$ cat src/rtl/irs_term.sv
// One Taylor term of exp(-u): multiply by u, divide by the constant N, accumulate.
// Division by N (for N > 1) uses a reciprocal multiply and one correction; no package items.
module irs_term #(
  parameter int unsigned N  = 1,
  parameter int unsigned SW = 1
) (
  input  logic          clk_i,
  input  logic          rst_ni,
  input  logic          valid_i,
  input  logic [31:0]   u_i,
  input  logic [33:0]   sum_i,
  input  logic [32:0]   term_i,
  input  logic [SW-1:0] side_i,
  output logic          valid_o,
  output logic [31:0]   u_o,
  output logic [33:0]   sum_o,
  output logic [32:0]   term_o,
  output logic [SW-1:0] side_o
);

  logic [64:0]   prod_a;
  logic          vld_a_q;
  logic [32:0]   p_a_q;
  logic [31:0]   u_a_q;
  logic [33:0]   sum_a_q;
  logic [SW-1:0] side_a_q;

  logic          vld_c_q;
  logic [31:0]   u_c_q;
  logic [33:0]   sum_c_q;
  logic [32:0]   term_c_q;
  logic [SW-1:0] side_c_q;

  assign prod_a = {32'd0, term_i} * {33'd0, u_i};

  always_ff @(posedge clk_i or negedge rst_ni) begin
    if (!rst_ni) begin
      vld_a_q <= 1'b0;
    end else begin
      vld_a_q <= valid_i;
    end
  end

  always_ff @(posedge clk_i) begin
    p_a_q    <= prod_a[64:32];
    u_a_q    <= u_i;
    sum_a_q  <= sum_i;
    side_a_q <= side_i;
  end

  if (N == 1) begin : g_unit
    always_ff @(posedge clk_i or negedge rst_ni) begin
      if (!rst_ni) begin
        vld_c_q <= 1'b0;
      end else begin
        vld_c_q <= vld_a_q;
      end
    end

    always_ff @(posedge clk_i) begin
      u_c_q    <= u_a_q;
      sum_c_q  <= sum_a_q - 34'(p_a_q);
      term_c_q <= p_a_q;
      side_c_q <= side_a_q;
    end
  end else begin : g_recip
    localparam logic [32:0] Recip = 33'((64'd1 << 33) / N);

    logic          vld_b_q;
    logic [65:0]   mq_b_q;
    logic [32:0]   p_b_q;
    logic [31:0]   u_b_q;
    logic [33:0]   sum_b_q;
    logic [SW-1:0] side_b_q;
    logic [32:0]   q_est;
    logic [32:0]   rem;
    logic [32:0]   q_fix;

    always_ff @(posedge clk_i or negedge rst_ni) begin
      if (!rst_ni) begin
        vld_b_q <= 1'b0;
        vld_c_q <= 1'b0;
      end else begin
        vld_b_q <= vld_a_q;
        vld_c_q <= vld_b_q;
      end
    end

    always_ff @(posedge clk_i) begin
      mq_b_q   <= 66'(p_a_q) * 66'(Recip);
      p_b_q    <= p_a_q;
      u_b_q    <= u_a_q;
      sum_b_q  <= sum_a_q;
      side_b_q <= side_a_q;
    end

    // estimate is low by at most one
    assign q_est = mq_b_q[65:33];
    assign rem   = p_b_q - 33'(q_est * 33'(N));
    assign q_fix = (rem >= 33'(N)) ? q_est + 33'd1 : q_est;

    always_ff @(posedge clk_i) begin
      u_c_q    <= u_b_q;
      sum_c_q  <= (N % 2 == 1) ? sum_b_q - 34'(q_fix) : sum_b_q + 34'(q_fix);
      term_c_q <= q_fix;
      side_c_q <= side_b_q;
    end
  end

  assign valid_o = vld_c_q;
  assign u_o     = u_c_q;
  assign sum_o   = sum_c_q;
  assign term_o  = term_c_q;
  assign side_o  = side_c_q;

endmodule

$ cat config.mk
export PLATFORM = sky130hd
export DESIGN_NAME = irs_term
export DESIGN_NICKNAME = d
export VERILOG_FILES = /design/src/rtl/irs_term.sv
export SDC_FILE = /design/constraint.sdc
export NUM_CORES = 2
export LEC_CHECK = 0
export BUFFER_PORTS_ARGS = -buffer_cell sky130_fd_sc_hd__buf_2
export CAP_MARGIN = 0
export CORE_ASPECT_RATIO = 0.7
export CORE_UTILIZATION = 46
export DETAILED_ROUTE_END_ITERATION = 8
export MAX_ROUTING_LAYER = met4
export PLACE_DENSITY = 0.65
export REMOVE_ABC_BUFFERS = 1
export SLEW_MARGIN = 40
export SYNTH_ARGS = -nofsm -noshare
export SYNTH_HDL_FRONTEND = slang
export SYNTH_SLANG_ARGS = --single-unit
$ cat constraint.sdc
create_clock -name clk_i -period 2.9 [get_ports clk_i]
set_clock_uncertainty 0.05 [all_clocks]
set_input_delay 0.29 -clock clk_i [delete_from_list [all_inputs] [get_ports clk_i]]
set_output_delay 0.29 -clock clk_i [all_outputs]
set_load 0.01 [all_outputs]
==> impl_metrics.ini <==
[status]
status = finished, violations left
violations = negative setup slack

[job]
drv_cap = 0

[setup_path]
arrival_ns = 7.48
cp_slowest_cell = fa_1
cp.required_ns = 3.30
crit_path_start_kind = input pin
reg2reg_to = sum_o[32]
critical_path.max_fanout = 8
worstRegToRegCells = 13
endpoint_kind = register
crit_end = p_a_q[25]
worst-r2r-setup-slack_ns = 0.10
slowest_delay_ns = 0.57
worstSetupPathType = input pin to register
reg2reg_from = p_a_q[0]
crit_start = u_i[7]
crit_top_cell = fa_1

[die]
die_h_um = 246
start_util = 0.465
num_io_pins = 204
core_sq_um = 84300
num_rows = 89
die_x_um = 351
die-area_sq_um = 86400

[timing]
drv_slew = 0
finalCritPeriodShare = 2.44
rsz0062_at_grt = yes
post-route-min-period_ns = 7.08
hold_viol = 0
worst_slack_ns = -4.18
worst_pin_slew_ns = 0.450
fmax_mhz = 141
slew-limit-headroom = 0.698
setup_viol = 33

[min_path]
min_path_type = input pin to register

[detailed_routing]
wirelength_um = 120000
ant_nets = 0
dr_total_vias = 30200
wl_met2_um = 47900
drt_iter0_markers = 2459
wl_per_cell_um = 20.3
first_pass_iters = 5
met3WireLength_um = 14000
vias_per_cell = 5.10
met1_length_um = 56100
dr.max_layer_used = met4
drc = 0

[layout]
nets = 6093
drive_gt1_frac = 0.215
fillers = 7289
utilization = 0.577
syn_to_final_growth_pct = 24.0

[global_routing]
grt_overflow_total = 0
first_global_vias = 31700
grt_max_degree = 25
antenna_found_initial = 2
grt_usage = 0.291
grt_pass1_wl_um = 185000

[cts]
clockRootBuffer = clkbuf_16
cts.path.max_buffers = 3
htreeDepth = 1
insertion_delay_ns = 0.55
clkSinkCount = 202
cts_tree = built
clkTransAtPathRegs_ns = 0.07
cts_buffers = 24

[synthesis]
synthFlopType = dfxtp_1
async_flop_share = 0.00990
avgSynthCellArea_sq_um = 9.35
synth.distinct_cells = 64
synth_warnings = 0
syn_inst = 4191
synth-seq-cells = 202
synth_edf_count = 0
yosysSeqAreaShare = 0.103
syn-cell-area_sq_um = 39200

[placed_design]
routabilityCongestion = 0.980
numPortBuffers = 203
hpwl_um = 99200
## what timing repair did
action                                 4_1_cts  5_1_grt
setup buffers                               57       27
hold buffers                                38        0
pin swaps                                  123       95
endpoints found under the hold margin       38        0
setup endpoints to repair                   37       40
gates resized for setup                    311      178
cloned                                      12        5
## per-stage QoR
| stage | setup slack, ns | std cells | hold WS [ns] | cell area (sq um) | setup TNS (ns) |
|---|---|---|---|---|---|
| finish | -4.18 | 5927 | 0.0501 | 48600 | -127.22 |
| global route | -4.35 | 5926 | 0.0234 | 48600 | -132.70 |
| CTS | -4.04 | 5898 | 0.0302 | 47700 | -123.31 |
| detailed placement | -4.95 | 5754 | 0.0341 | 44500 | -152.11 |
| global placement | -4.91 | 5754 | 0.0267 | 44500 | -150.15 |
| floorplan | -4.17 | 3985 | -0.0556 | 38400 | -121.22 |
## cell usage after synthesis, types with 7 or more instances
| cell type | count | share of area |
|---|---|---|
| o21a_1 | 11 | 0.0021 |
| inv_1 | 979 | 0.094 |
| o21bai_1 | 9 | 0.0017 |
| nand2_1 | 609 | 0.058 |
| nand4_1 | 22 | 0.0035 |
| xor2_1 | 17 | 0.0038 |
| and2_1 | 503 | 0.080 |
| o211ai_1 | 10 | 0.0019 |
| nor4_1 | 7 | 0.0011 |
| clkbuf_1 | 206 | 0.020 |
| nand2b_1 | 7 | 0.0011 |
| fa_1 | 926 | 0.47 |
| a31oi_1 | 9 | 0.0014 |
| a21o_1 | 34 | 0.0065 |
| dfxtp_1 | 200 | 0.10 |
| nor2_1 | 48 | 0.0046 |
| nor2b_1 | 8 | 0.0013 |
| xnor2_1 | 44 | 0.0098 |
| nand3_1 | 18 | 0.0023 |
| nor3_1 | 9 | 0.0011 |
| ha_1 | 294 | 0.094 |
| a21oi_1 | 96 | 0.012 |
| o21ai_0 | 48 | 0.0061 |
## metal layers
layer,global-route usage,vias to the layer above
met5,-,-
met4,0.0448,0
met3,0.0704,133
met2,0.391,1476
met1,0.447,15300
li1,-,13400
## worst min path at each step
stage,from,end,slack [ns],cells after the start
floorplan,rst_ni,valid_o,-0.06,0
global placement,rst_ni,vld_a_q,0.03,1
detailed placement,rst_ni,valid_o,0.03,1
CTS,u_i[13],u_a_q[13],0.03,2
global route,u_i[7],u_a_q[7],0.02,2
finish,u_i[7],u_a_q[7],0.05,2
## flip-flops by register name, indices dropped and copies added (netlist names), 32 cells and up
signal	count
sum_a_q	34
sum_o	34
p_a_q	33
term_o	33
u_a_q	32
u_o	32
## worst max-delay path: cells and delay by family
family | cells | cell delay, ns
buf+inv | 10 | 0.88
xor+xnor | 1 | 0.13
compound gates | 5 | 0.90
fa+ha+maj | 9 | 4.36
simple gates | 5 | 0.89
## cell families after synthesis
group           after synthesis  synth area share
compound gates              267            0.0438
xor+xnor                     61            0.0136
fa+ha+maj                  1220             0.567
buf+inv                    1185             0.113
flops                       202             0.103
mux                           1          0.000255
simple gates               1255             0.159
## layout make-up
type | count | area (sq um) | share of cell area
Multi-Input combinational cell | 2804 | 31800 | 0.655
Timing Repair Buffer | 759 | 6750 | 0.139
Sequential cell | 202 | 4060 | 0.0836
Inverter | 979 | 3670 | 0.0756
Tap cell | 1137 | 1420 | 0.0293
Clock buffer | 29 | 649 | 0.0134
Clock inverter | 15 | 214 | 0.00440
Antenna cell | 2 | 5.00 | 0.000103
## cell usage in the layout (no fill, tap or decap), types with 9 or more instances in the layout
cell type,netlist,routed
a21o_1,34,34
a21oi_1,96,75
a21oi_2,3,18
and2_1,503,470
and2_4,0,33
buf_12,0,50
buf_16,0,13
buf_2,0,146
buf_4,0,427
buf_6,0,69
clkbuf_16,0,29
dfxtp_1,200,194
dlygate4sd3_1,0,38
fa_1,926,852
fa_2,0,74
ha_1,294,270
ha_4,0,23
inv_1,979,944
inv_2,0,35
nand2_1,609,600
nand3_1,18,16
nand4_1,22,22
nor2_1,48,45
o211ai_1,10,10
o21a_1,11,11
o21ai_0,48,36
o21ai_1,3,9
xnor2_1,44,37
xor2_1,17,13
Power is not shown: default switching activity piles up to over one toggle a cycle in this logic, so the estimate is an artifact.
